<file path="src/multi_class_two_priority_queue_core_defines.svh">
// ----------------------------------------------------------------------------
// Assertion macros for the multi-class two-priority queue core
// Shared property forms used by the RTL checks.
// ----------------------------------------------------------------------------
`ifndef MULTI_CLASS_TWO_PRIORITY_QUEUE_CORE_DEFINES_SVH
`define MULTI_CLASS_TWO_PRIORITY_QUEUE_CORE_DEFINES_SVH

// same-cycle implication
`define MCTPQ_ASSERT_NOW(name, clk, rst, ante, cons, msg) \
   name: assert property (@(posedge clk) disable iff (rst) (ante) |-> (cons)) \
      else $error(msg);

// next-cycle implication
`define MCTPQ_ASSERT_NEXT(name, clk, rst, ante, cons, msg) \
   name: assert property (@(posedge clk) disable iff (rst) (ante) |=> (cons)) \
      else $error(msg);

`endif

</file>
<file path="src/mctpq_ram.sv">
// ----------------------------------------------------------------------------
// mctpq_ram
// Generic simple dual-port RAM, one write and one registered read port.
// ----------------------------------------------------------------------------
module mctpq_ram #(
   parameter int WIDTH = 8,
   parameter int DEPTH = 16
) (
   input  logic                                         clock,
   input  logic                                         wr_en,
   input  logic [((DEPTH > 1) ? $clog2(DEPTH) : 1)-1:0] wr_addr,
   input  logic [WIDTH-1:0]                             wr_data,
   input  logic                                         rd_en,
   input  logic [((DEPTH > 1) ? $clog2(DEPTH) : 1)-1:0] rd_addr,
   output logic [WIDTH-1:0]                             rd_data
);

   logic [WIDTH-1:0] mem_ff [DEPTH];
   logic [WIDTH-1:0] rd_data_ff;

   always_ff @(posedge clock) begin
      if (wr_en) begin
         mem_ff[wr_addr] <= wr_data;
      end
      if (rd_en) begin
         rd_data_ff <= mem_ff[rd_addr];
      end
   end

   assign rd_data = rd_data_ff;

endmodule

</file>
<file path="config.mk">
export PLATFORM = sky130hd
export DESIGN_NAME = mctpq_ram
export DESIGN_NICKNAME = d
export VERILOG_FILES = /design/src/multi_class_two_priority_queue_core_defines.svh /design/src/mctpq_ram.sv
export SDC_FILE = /design/constraint.sdc
export NUM_CORES = 1
export LEC_CHECK = 0
export BUFFER_PORTS_ARGS = -buffer_cell sky130_fd_sc_hd__buf_2
export CAP_MARGIN = 20
export CORE_MARGIN = 3
export CORE_UTILIZATION = 60
export CTS_CLUSTER_DIAMETER = 30
export DETAILED_ROUTE_END_ITERATION = 6
export PLACE_DENSITY = 0.78
export SETUP_SLACK_MARGIN = 0.2
export SLEW_MARGIN = 20
export SYNTH_ARGS = -nofsm -noshare
export SYNTH_HDL_FRONTEND = slang
export SYNTH_SLANG_ARGS = --single-unit
</file>
<file path="constraint.sdc">
create_clock -name clock -period 2.05 [get_ports clock]
set_input_delay 0.41 -clock clock [delete_from_list [all_inputs] [get_ports clock]]
set_output_delay 0.41 -clock clock [all_outputs]
set_load 0.005 [all_outputs]
</file>
Word level (Yosys, flattened, before mapping). Memories as Yosys holds them, arrays and structs flattened. A register that Yosys moved wholly into a read port is not among the register bits. Index checks and enable logic that the tools add are counted.

Muxes and demuxes: 2.

Operators with widths (count): 2-to-1 mux 1 bit (2).

Flip-flop bits (word level): 0. RAM bits: 128. Input port bits: 19. Output and inout port bits: 8. Word-level logic and storage cells: 3. Memories: 1.

Memories: mem_ff (depth 16, width 8, read ports 1, clocked after Yosys merged registers in 1, wr ports 1, RTL line mctpq_ram.sv:18) `logic [WIDTH-1:0] mem_ff [DEPTH];`.

Depth between registers and ports, before layout.
Depth in word-level cells: 2. Mapped depth: 5. Mapped depth without buffers: 3.

Least setup slack after synthesis. OpenSTA, ideal clock, no wires.

Path kind: in2reg. Start point: input wr_addr[2] (netlist name). End point: memory mem_ff[0][0] (enable). Setup time: 383 ps. Data arrival time: 1520 ps. Data required time: 1667 ps. Slack: 147 ps. Stages on the path: 2. Path buffers: 0. Cell sequence: or3b_2 -> nor3_1.

RTL lines: start, declared (RTL line mctpq_ram.sv:11) `input logic [((DEPTH > 1) ? $clog2(DEPTH) : 1)-1:0] wr_addr,`; end, declared (RTL line mctpq_ram.sv:18).

No word-level cell before the write port.

==> impl_metrics.yaml <==
routing:
  ant_nets: 0
  vias: 2616
  vias_per_cell: 6.48
  dr.pass1.iters: 5
  drc_errors: 0
  finalWirelength_microns: 10600
  drt_iter0_markers: 284
  post_drt_wl_per_cell_microns: 26.3
min_path:
  min_path_type: "in2reg"
critical_path:
  cpPeakStageDelay_ns: 0.53
  criticalPathCategory: "reg2reg"
  crit_family: "multiplexers"
  crit_chain: "mux4_1 -> a22oi_1 -> nand2_1"
  arrival_ns: 1.85
  r2r_slack_ns: 0.44
  critPathLaunchType: "flip-flop"
  crit_fanout: 1
  cp-end-kind: "flip-flop"
  crit_required_ns: 2.29
  slowest_stage: "mux4_1"
  critPathBufInv: 0
pwr:
  power.switching_mw: 1.32
  internal-power_mw: 4.87
  power_mw: 6.20
  p_per_area_nw_per_um2: 1010
  p_sw_share_pct: 21.4
  p_clk_share_pct: 44.3
  seqPwrFrac_pct: 50.9
  ir_drop_uv: 693
  pwr-share-comb_pct: 4.8
  p_leak_nw: 2.09
sta:
  setup_viol: 0
  period_share_pct: 78.5
  hold_viol: 0
  final.setup.tns_ns: 0
  skew_ns: 0.00843
  slew_violations: 0
  tightest_slew_ns: 0.358
  period_minus_slack_ns: 1.61
  fmax_ghz: 0.622
  hold_slack_ns: 0.285
  fin_ws_ns: 0.441
  relSlewSlack_pct: 76.1
  rsz0062_at_grt: "no"
floorplan:
  die_y_microns: 99.3
  die_w_microns: 99.3
  io_pins: 27
  dieArea_sq_um: 9870
  num_rows: 33
  initial_utilization_pct: 62.7
  core_sq_um: 8340
synthesis:
  synth_area_sq_um: 5230
  synth_top_area_cell: "edfxtp_1"
  synth_cell_types: 18
  synth-seq-area-share_pct: 78.1
  ys_ff_latch: 136
  yosysTopAreaCellShare_pct: 78.1
  synth.area.top_cells: "edfxtp_1, mux4_2, mux4_1"
  ys_warn_count: 0
  postSynthAreaPerCell_sq_um: 22.8
  syn-instance-count: 229
  postSynthNetCount: 248
clock_network:
  clock_latency_ns: 0.51
  cts_buffer_depth: 2
  clkTransAtPathRegs_ns: 0.06
  root_buffer: "clkbuf_8"
  cts-resized-gates: 0
  ctsHoldBuffers: 0
  cts.sinks: 136
  postCtsSetupBuffers: 0
  cts_tree: "done"
  numCtsBuffers: 17
  htree_levels: 4
final_layout:
  final_nets: 305
  final_common_cell: "edfxtp_1"
  final_cell_mix: "edfxtp_1, buf_2, buf_4"
  drive_gt1_share_pct: 33.1
  insertedDiodeCount: 0
  multiInputGateArea_sq_um: 1060
  regArea_sq_um: 4080
  fin_area_sq_um: 6140
  fillers: 479
  syn2layout_area_growth_pct: 17.5
job:
  drv_cap: 0
grt:
  grt_pass1_vias: 2597
  grt_max_degree: 33
  overflow: 0
  track_usage_pct: 23.9
  grt_pass1_wl_microns: 16400
  antenna_found_initial: 0
placed_design:
  pre_cts_slack_ns: 0.0600
  hpwl_microns: 6210
  io_buffers: 26
  place_area_sq_um: 5600
  place.gp.congestion: 0.751
outcome:
  status: "completed"
[worst register-to-register path, delay by kind of cell, from the launching register on]
kind	cells	cell delay, ns
muxes	1	0.53
AOI/OAI and AO/OA	1	0.31
DFF	1	0.42
and+or+nand+nor	1	0.09
[cell families after synthesis]
| kind of cell | share of synthesized area [%] |
|---|---|
| AO/OA/AOI/OAI | 2.30 |
| flip-flops | 78.1 |
| AND/OR/NAND/NOR | 3.14 |
| multiplexers | 14.8 |
| buffers and inverters | 1.65 |
[power by group through the flow]
stage          Sequential, mW  Clock (mW)  Combinational [mW]
2_1_floorplan            3.20           0               0.158
3_3_place_gp             3.21           0               0.286
3_5_place_dp             3.21           0               0.294
4_1_cts                  3.15        2.78               0.300
5_1_grt                  3.16        2.91               0.320
6_report                 3.15        2.75               0.297
[through the flow]
step | instances | util, %
floorplan | 229 | -
global placement | 372 | 67.1
detailed placement | 372 | 67.1
CTS | 404 | 73.6
global route | 404 | 73.6
finish | 404 | 73.6
[synth_stat cells]
master           instances
mux4_2                  18
edfxtp_1               136
clkdlybuf4s25_2          3
a22oi_1                 16
nor3_1                   4
nand3_1                  1
mux4_1                  14
and2_1                   1
or3b_2                   1
nor2_1                  13
buf_4                    1
buf_6                    3
buf_2                    3
nand2b_1                 2
and2b_1                  1
nand3b_1                 2
nand2_1                  9
nor2b_1                  1
[path summary, 6_finish.rpt]
| path | startpoint | end | cells after the start |
|---|---|---|---|
| worst max register to register | mem_ff[8][2] | rd_data[2] | 3 |
| worst min-delay path | wr_data[3] | mem_ff[11][3] | 1 |
| worst min register to register | mem_ff[10][1] | rd_data[1] | 3 |
| worst max-delay path | mem_ff[8][2] | rd_data[2] | 3 |
[layer usage]
layer	track usage, %	wire length, microns	vias to the layer above
li1	-	-	1095
met2	33.8	4910	152
met4	7.14	164	0
met1	37.7	4520	1355
met5	0	0	-
met3	6.24	1030	14
[cell type report]
type,count,share of cell area [%]
Sequential cell,136,66.5
Multi-Input combinational cell,83,17.3
Clock buffer,18,6.80
Timing Repair Buffer,48,5.21
Tap cell,105,2.14
Clock inverter,14,2.06
[state kept, by name, indices dropped and copies added (netlist names)]
signal / cells
mem_ff: 128
rd_data: 8
No activity file was read; power rests on OpenSTA's default activity.
