$ cat config.mk
export PLATFORM = sky130hd
export DESIGN_NAME = mctpq_fsm
export DESIGN_NICKNAME = d
export VERILOG_FILES = /design/src/multi_class_two_priority_queue_core_defines.svh /design/src/mctpq_pkg.sv /design/src/mctpq_fsm.sv
export SDC_FILE = /design/constraint.sdc
export NUM_CORES = 1
export LEC_CHECK = 0
export BUFFER_PORTS_ARGS = -buffer_cell sky130_fd_sc_hd__buf_2
export CORE_AREA = 2 2 39 41
export CTS_BUF_LIST = sky130_fd_sc_hd__clkbuf_8
export CTS_CLUSTER_DIAMETER = 40
export CTS_CLUSTER_SIZE = 12
export DETAILED_ROUTE_END_ITERATION = 12
export DIE_AREA = 0 0 41 43
export MAX_ROUTING_LAYER = met4
export PLACE_DENSITY = 0.32
export RECOVER_POWER = 100
export SYNTH_ARGS = -nofsm -noshare
export SYNTH_HDL_FRONTEND = slang
export SYNTH_SLANG_ARGS = --single-unit
$ cat constraint.sdc
create_clock -name clock -period 2.3 [get_ports clock]
set_input_delay 0.345 -clock clock [delete_from_list [all_inputs] [get_ports clock]]
set_output_delay 0.345 -clock clock [all_outputs]
set_load 0.02 [all_outputs]
$ cat src/multi_class_two_priority_queue_core_defines.svh
// ----------------------------------------------------------------------------
// Assertion macros for the multi-class two-priority queue core
// Shared property forms used by the RTL checks.
// ----------------------------------------------------------------------------
`ifndef MULTI_CLASS_TWO_PRIORITY_QUEUE_CORE_DEFINES_SVH
`define MULTI_CLASS_TWO_PRIORITY_QUEUE_CORE_DEFINES_SVH

// same-cycle implication
`define MCTPQ_ASSERT_NOW(name, clk, rst, ante, cons, msg) \
   name: assert property (@(posedge clk) disable iff (rst) (ante) |-> (cons)) \
      else $error(msg);

// next-cycle implication
`define MCTPQ_ASSERT_NEXT(name, clk, rst, ante, cons, msg) \
   name: assert property (@(posedge clk) disable iff (rst) (ante) |=> (cons)) \
      else $error(msg);

`endif

$ cat src/mctpq_pkg.sv
// ----------------------------------------------------------------------------
// mctpq_pkg
// Types, codes and port layout constants for the multi-class queue core.
// ----------------------------------------------------------------------------
package mctpq_pkg;

   // port layout
   localparam int REQ_DATA_W = 24;
   localparam int REQ_USER_W = 2;
   localparam int RSP_DATA_W = 24;
   localparam int RSP_USER_W = 2;
   localparam int QIDX_W     = 5;
   localparam int ID_FIELD_W = 16;
   localparam int OCC_W      = 4;
   localparam int QIDX_SPAN  = 32;

   // request kinds
   localparam logic MODE_ADD    = 1'b0;
   localparam logic MODE_REMOVE = 1'b1;

   typedef enum logic [1:0] {
      ST_DONE  = 2'd0,
      ST_FULL  = 2'd1,
      ST_EMPTY = 2'd2
   } status_type;

   typedef enum logic [1:0] {
      S_IDLE,
      S_EXEC,
      S_POP
   } fsm_state_type;

   typedef struct packed {
      logic req_fire;
      logic take_entry;
      logic out_free;
   } fsm_status_type;

   typedef struct packed {
      logic req_ready;
      logic exec_commit;
      logic pop_read;
      logic result_load;
      logic from_pop;
   } fsm_ctrl_type;

endpackage

$ cat src/mctpq_fsm.sv
// ----------------------------------------------------------------------------
// mctpq_fsm
// Sequencer: read queue state, commit, optional entry read, deliver result.
// ----------------------------------------------------------------------------
module mctpq_fsm (
   input  logic                     clock,
   input  logic                     reset,
   input  mctpq_pkg::fsm_status_type status,
   output mctpq_pkg::fsm_ctrl_type   ctrl
);
   import mctpq_pkg::*;

   fsm_state_type state_ff;
   fsm_state_type state_in;

   always_ff @(posedge clock) begin
      if (reset) begin
         state_ff <= S_IDLE;
      end else begin
         state_ff <= state_in;
      end
   end

   always_comb begin
      state_in = state_ff;
      unique case (state_ff)
         S_IDLE: begin
            if (status.req_fire) begin
               state_in = S_EXEC;
            end
         end
         S_EXEC: begin
            priority if (status.take_entry) begin
               state_in = S_POP;
            end else if (status.out_free) begin
               state_in = S_IDLE;
            end
         end
         S_POP: begin
            if (status.out_free) begin
               state_in = S_IDLE;
            end
         end
         default: state_in = S_IDLE;
      endcase
   end

   always_comb begin
      ctrl = '0;
      unique case (state_ff)
         S_IDLE: begin
            ctrl.req_ready = 1'b1;
         end
         S_EXEC: begin
            ctrl.exec_commit = status.take_entry | status.out_free;
            ctrl.pop_read    = status.take_entry;
            ctrl.result_load = ~status.take_entry & status.out_free;
         end
         S_POP: begin
            ctrl.result_load = status.out_free;
            ctrl.from_pop    = 1'b1;
         end
         default: ctrl = '0;
      endcase
   end

endmodule

* Yosys cells after proc, flatten, opt, wreduce, memory -nomap -nowiden
Index checks and enable logic that the tools add are counted.
** Storage, ports and cells
- Flip-flop bits (word level) :: 2
- Bits in latches :: 0
- RAM bits :: 0
- ROM bits :: 0
- Output and inout bits :: 5
- Memories kept :: 0
** Operators by class
- $add $sub $neg :: 0
- Multipliers :: 0
- Div/mod/pow operators :: 0
- Magnitude comparators :: 0
- Equal/unequal tests :: 3
- Shift-type cells :: 0
- Muxes and demuxes :: 8
- Bitwise gates (word level) :: 3
- Reductions and logical operators :: 1
** Operators by type and width (number)
- 2-to-1 mux 2 bit :: 4
- one-hot mux 2 bit (3 select lines) :: 1
- equality test 2 x 1 -> 1 bit, second input constant :: 1
- equality test 2 bit, second input constant :: 1
- zero test 2 bit :: 1
- 2-to-1 mux 1 bit :: 2
- != test 2 bit, second input constant :: 1
- one-hot mux 1 bit (2 select lines) :: 1
- AND 1 bit :: 1
- inverter 1 bit :: 1
- bitwise OR 1 bit :: 1

* Longest topological paths before layout
- Depth in word-level cells :: 3
- Mapped depth :: 5

* Worst setup path before layout
No wires, ideal clock.
- Path type :: register -> output
- Start point :: register state_ff[0]
- End point :: output ctrl[1] (netlist name)
- Arrival time :: 1.055 ns
- Slack :: 0.900 ns
- Stages on the path, launching flop included :: 4
- Buffers on the path :: 0
- Path through :: dfxtp_1 inv_1 ha_1 o211a_1
** RTL lines
- start, declared :: RTL line mctpq_fsm.sv:13 : fsm_state_type state_ff;
- start signal, assigned :: RTL line mctpq_fsm.sv:20 : state_ff <= state_in;
- end, declared :: RTL line mctpq_fsm.sv:9 : output mctpq_pkg::fsm_ctrl_type ctrl

==> results.toml <==
[finish]
final_area_um2 = 290
n_fill_cell = 158
drive_gt1_frac = 0.200
nets = 46
multi_input_area_um2 = 143
regArea_um2 = 40.0
diodes = 0
regMostFlops = "state_ff"
syn_to_final_growth_pct = 48.7
reg_top3 = "state_ff x2"
largest_register_ffs = 2

[critical_path]
end_kind = "output pin"
cp_max_fo = 5
crit_type = "reg -> out"
timing.rr.start = "state_ff[0]"
reg2reg_slack_ps = 1080
critical_path_arrival_ps = 1390
cp-start-kind = "flip-flop"
crit_start = "state_ff[0]"
required_ps = 1960

[floorplan]
die_area_mm2 = 0.00176
io_pins = 10
std_cell_rows = 14
fp.dieH_um = 43
start_util = 0.141
die_w_um = 41
core-area_mm2 = 0.00138

[hold_path]
hp-start = "reset"
hp-class = "in -> reg"

[cts]
htree_num_levels = 1
numCtsBuffers = 3
cts_setup_buffers = 0
cts_buffer_depth = 2
cts_tree = "built"
clockRootBuffer = "clkbuf_8"
clkLatencyLatePin_ps = 210
cts.sinks = 2
ctsHoldBuffers = 0
path_clk_slew_ps = 30
cts_resized = 0

[yosys]
avgSynthCellArea_um2 = 8.49
synth_mux_area_frac = 0
ys_ff_latch = 2
synth_xor_area_frac = 0
yosys.area_share.simple = 0.199
synth_cells = 23
synth_top_family_by_area = "compound AO/OA/AOI/OAI gates"
syn-num-nets = 32
ys_warn_count = 0
synth_compound_area_frac = 0.301
synth.largest_area_cell = "ha_1"
synthAdderAreaFrac = 0.256
synth_area_um2 = 195
seq_area_frac_synth = 0.205
synth_area_leaders = "ha_1 26%, dfxtp_1 21%, o211ai_1 7.7%"
synth_top_area_share = 0.256
yosys.cell_types.count = 15

[timing]
finalCritPeriodShare = 0.753
setup_viol = 0
worst_pin_slew_ps = 256
timing.fmax_ghz = 0.577
fin_tns_setup_ps = 0
relSlewSlack = 0.830
final-hold-violation-count = 0
fin_skew_ps = 3.23
rsz0062_at_grt = "no"
timing.final.crit_period_ps = 1730
final_max_slew_viol_count = 0

[detailed_routing]
wl_met1_um = 170
routedWlPerCell_um = 8.84
routed_wl_um = 451
drt_iter0_markers = 1
wl_met3_um = 48
ant_nets = 0
num_vias = 203
wl_met2_um = 232
drcViolationCount = 0
firstDrtPassIters = 2
avgViaCountPerCell = 3.98
top_layer_used = "met3"

[outcome]
status = "complete, no violations"

[placement]
routabilityCongestion = 0.669
io_buffers = 9
postPlaceCellArea_um2 = 260
hpwlAfterDp_um = 368

[power]
leakage_nw = 0.134
p_per_area_mw_per_mm2 = 752
peakVddDrop_v = 0.000201

[global_route]
grt_pass1_vias = 204
grt_overflow = 0
grt_pass1_wl_um = 731
grt_max_degree = 6
antenna_found_initial = 0
track_usage = 0.0719

[job]
cap_viol_max_count = 0
## metal layers
layer,up-vias,track usage
li1,105,-
met1,91,0.0575
met2,7,0.0969
met3,0,0.0471
met4,0,0.0800
met5,-,-
## cell families (layout without fill, tap and decap cells)
| logic type | after synthesis | after routing |
|---|---|---|
| and+or+nand+nor | 8 | 8 |
| buffers and inverters | 2 | 14 |
| AOI/OAI and AO/OA | 7 | 7 |
| adders and majority gates | 4 | 4 |
| DFF | 2 | 2 |
## cell usage after synthesis (all sizes together)
library cell and instances:
ha 4, nor2 3, dfxtp 2, inv 2, o211ai 2, a21oi 1
and2 1, nand2 1, nand2b 1, nand3 1, nor2b 1, o211a 1
o21a 1, o31a 1, o31ai 1
## final timing paths
check,end,cells after the start
max,ctrl[1],4
min,state_ff[0],2
max reg2reg,state_ff[1],5
min reg2reg,state_ff[1],2
## power by group
part / switching, mW / internal, mW / leakage (nW) / total, mW
logic: 0.0252 / 0.0165 / 0.0956 / 0.0417
registers: 0.00295 / 0.0377 / 0.0164 / 0.0406
clock network: 0.0255 / 0.110 / 0.0216 / 0.136
## cell usage in the layout, fill, tap and decap left out
cell,synthesis,final
nor2_1,3,3
o31ai_1,0,1
nand2_1,1,1
o211ai_1,2,2
o21a_1,1,1
o211a_1,1,1
clkbuf_8,0,3
a21oi_1,1,1
nor2b_1,1,1
ha_1,4,4
clkbuf_1,0,5
buf_2,0,4
nand2b_1,1,1
o31a_1,1,1
dfxtp_1,2,2
inv_1,2,2
nand3_1,1,1
and2_1,1,1
## worst max-delay path: stages, from the launching register on
cell and delay [ps]:
dfxtp_1 390, ha_1 230, nor2b_1 190, o211a_1 150
clkbuf_1 220
## cell type report
type	instances	area share
inverters	2	0.0259
clock buffers	3	0.142
flip-flops and latches	2	0.138
repair buffers	9	0.134
multi-input cells	19	0.491
well taps	16	0.0690
## per-stage QoR
stage / util / hold slack (ps) / instances / power [mW] / worst slack, ps
floorplan: - / 414 / 23 / 0.0709 / 900
global placement: 0.188 / 540 / 48 / 0.0869 / 824
detailed placement: 0.188 / 552 / 48 / 0.0861 / 811
CTS: 0.218 / 332 / 51 / 0.229 / 585
global route: 0.210 / 333 / 51 / 0.236 / 425
finish: 0.210 / 328 / 51 / 0.218 / 568
No activity file was read; power rests on OpenSTA's default activity.
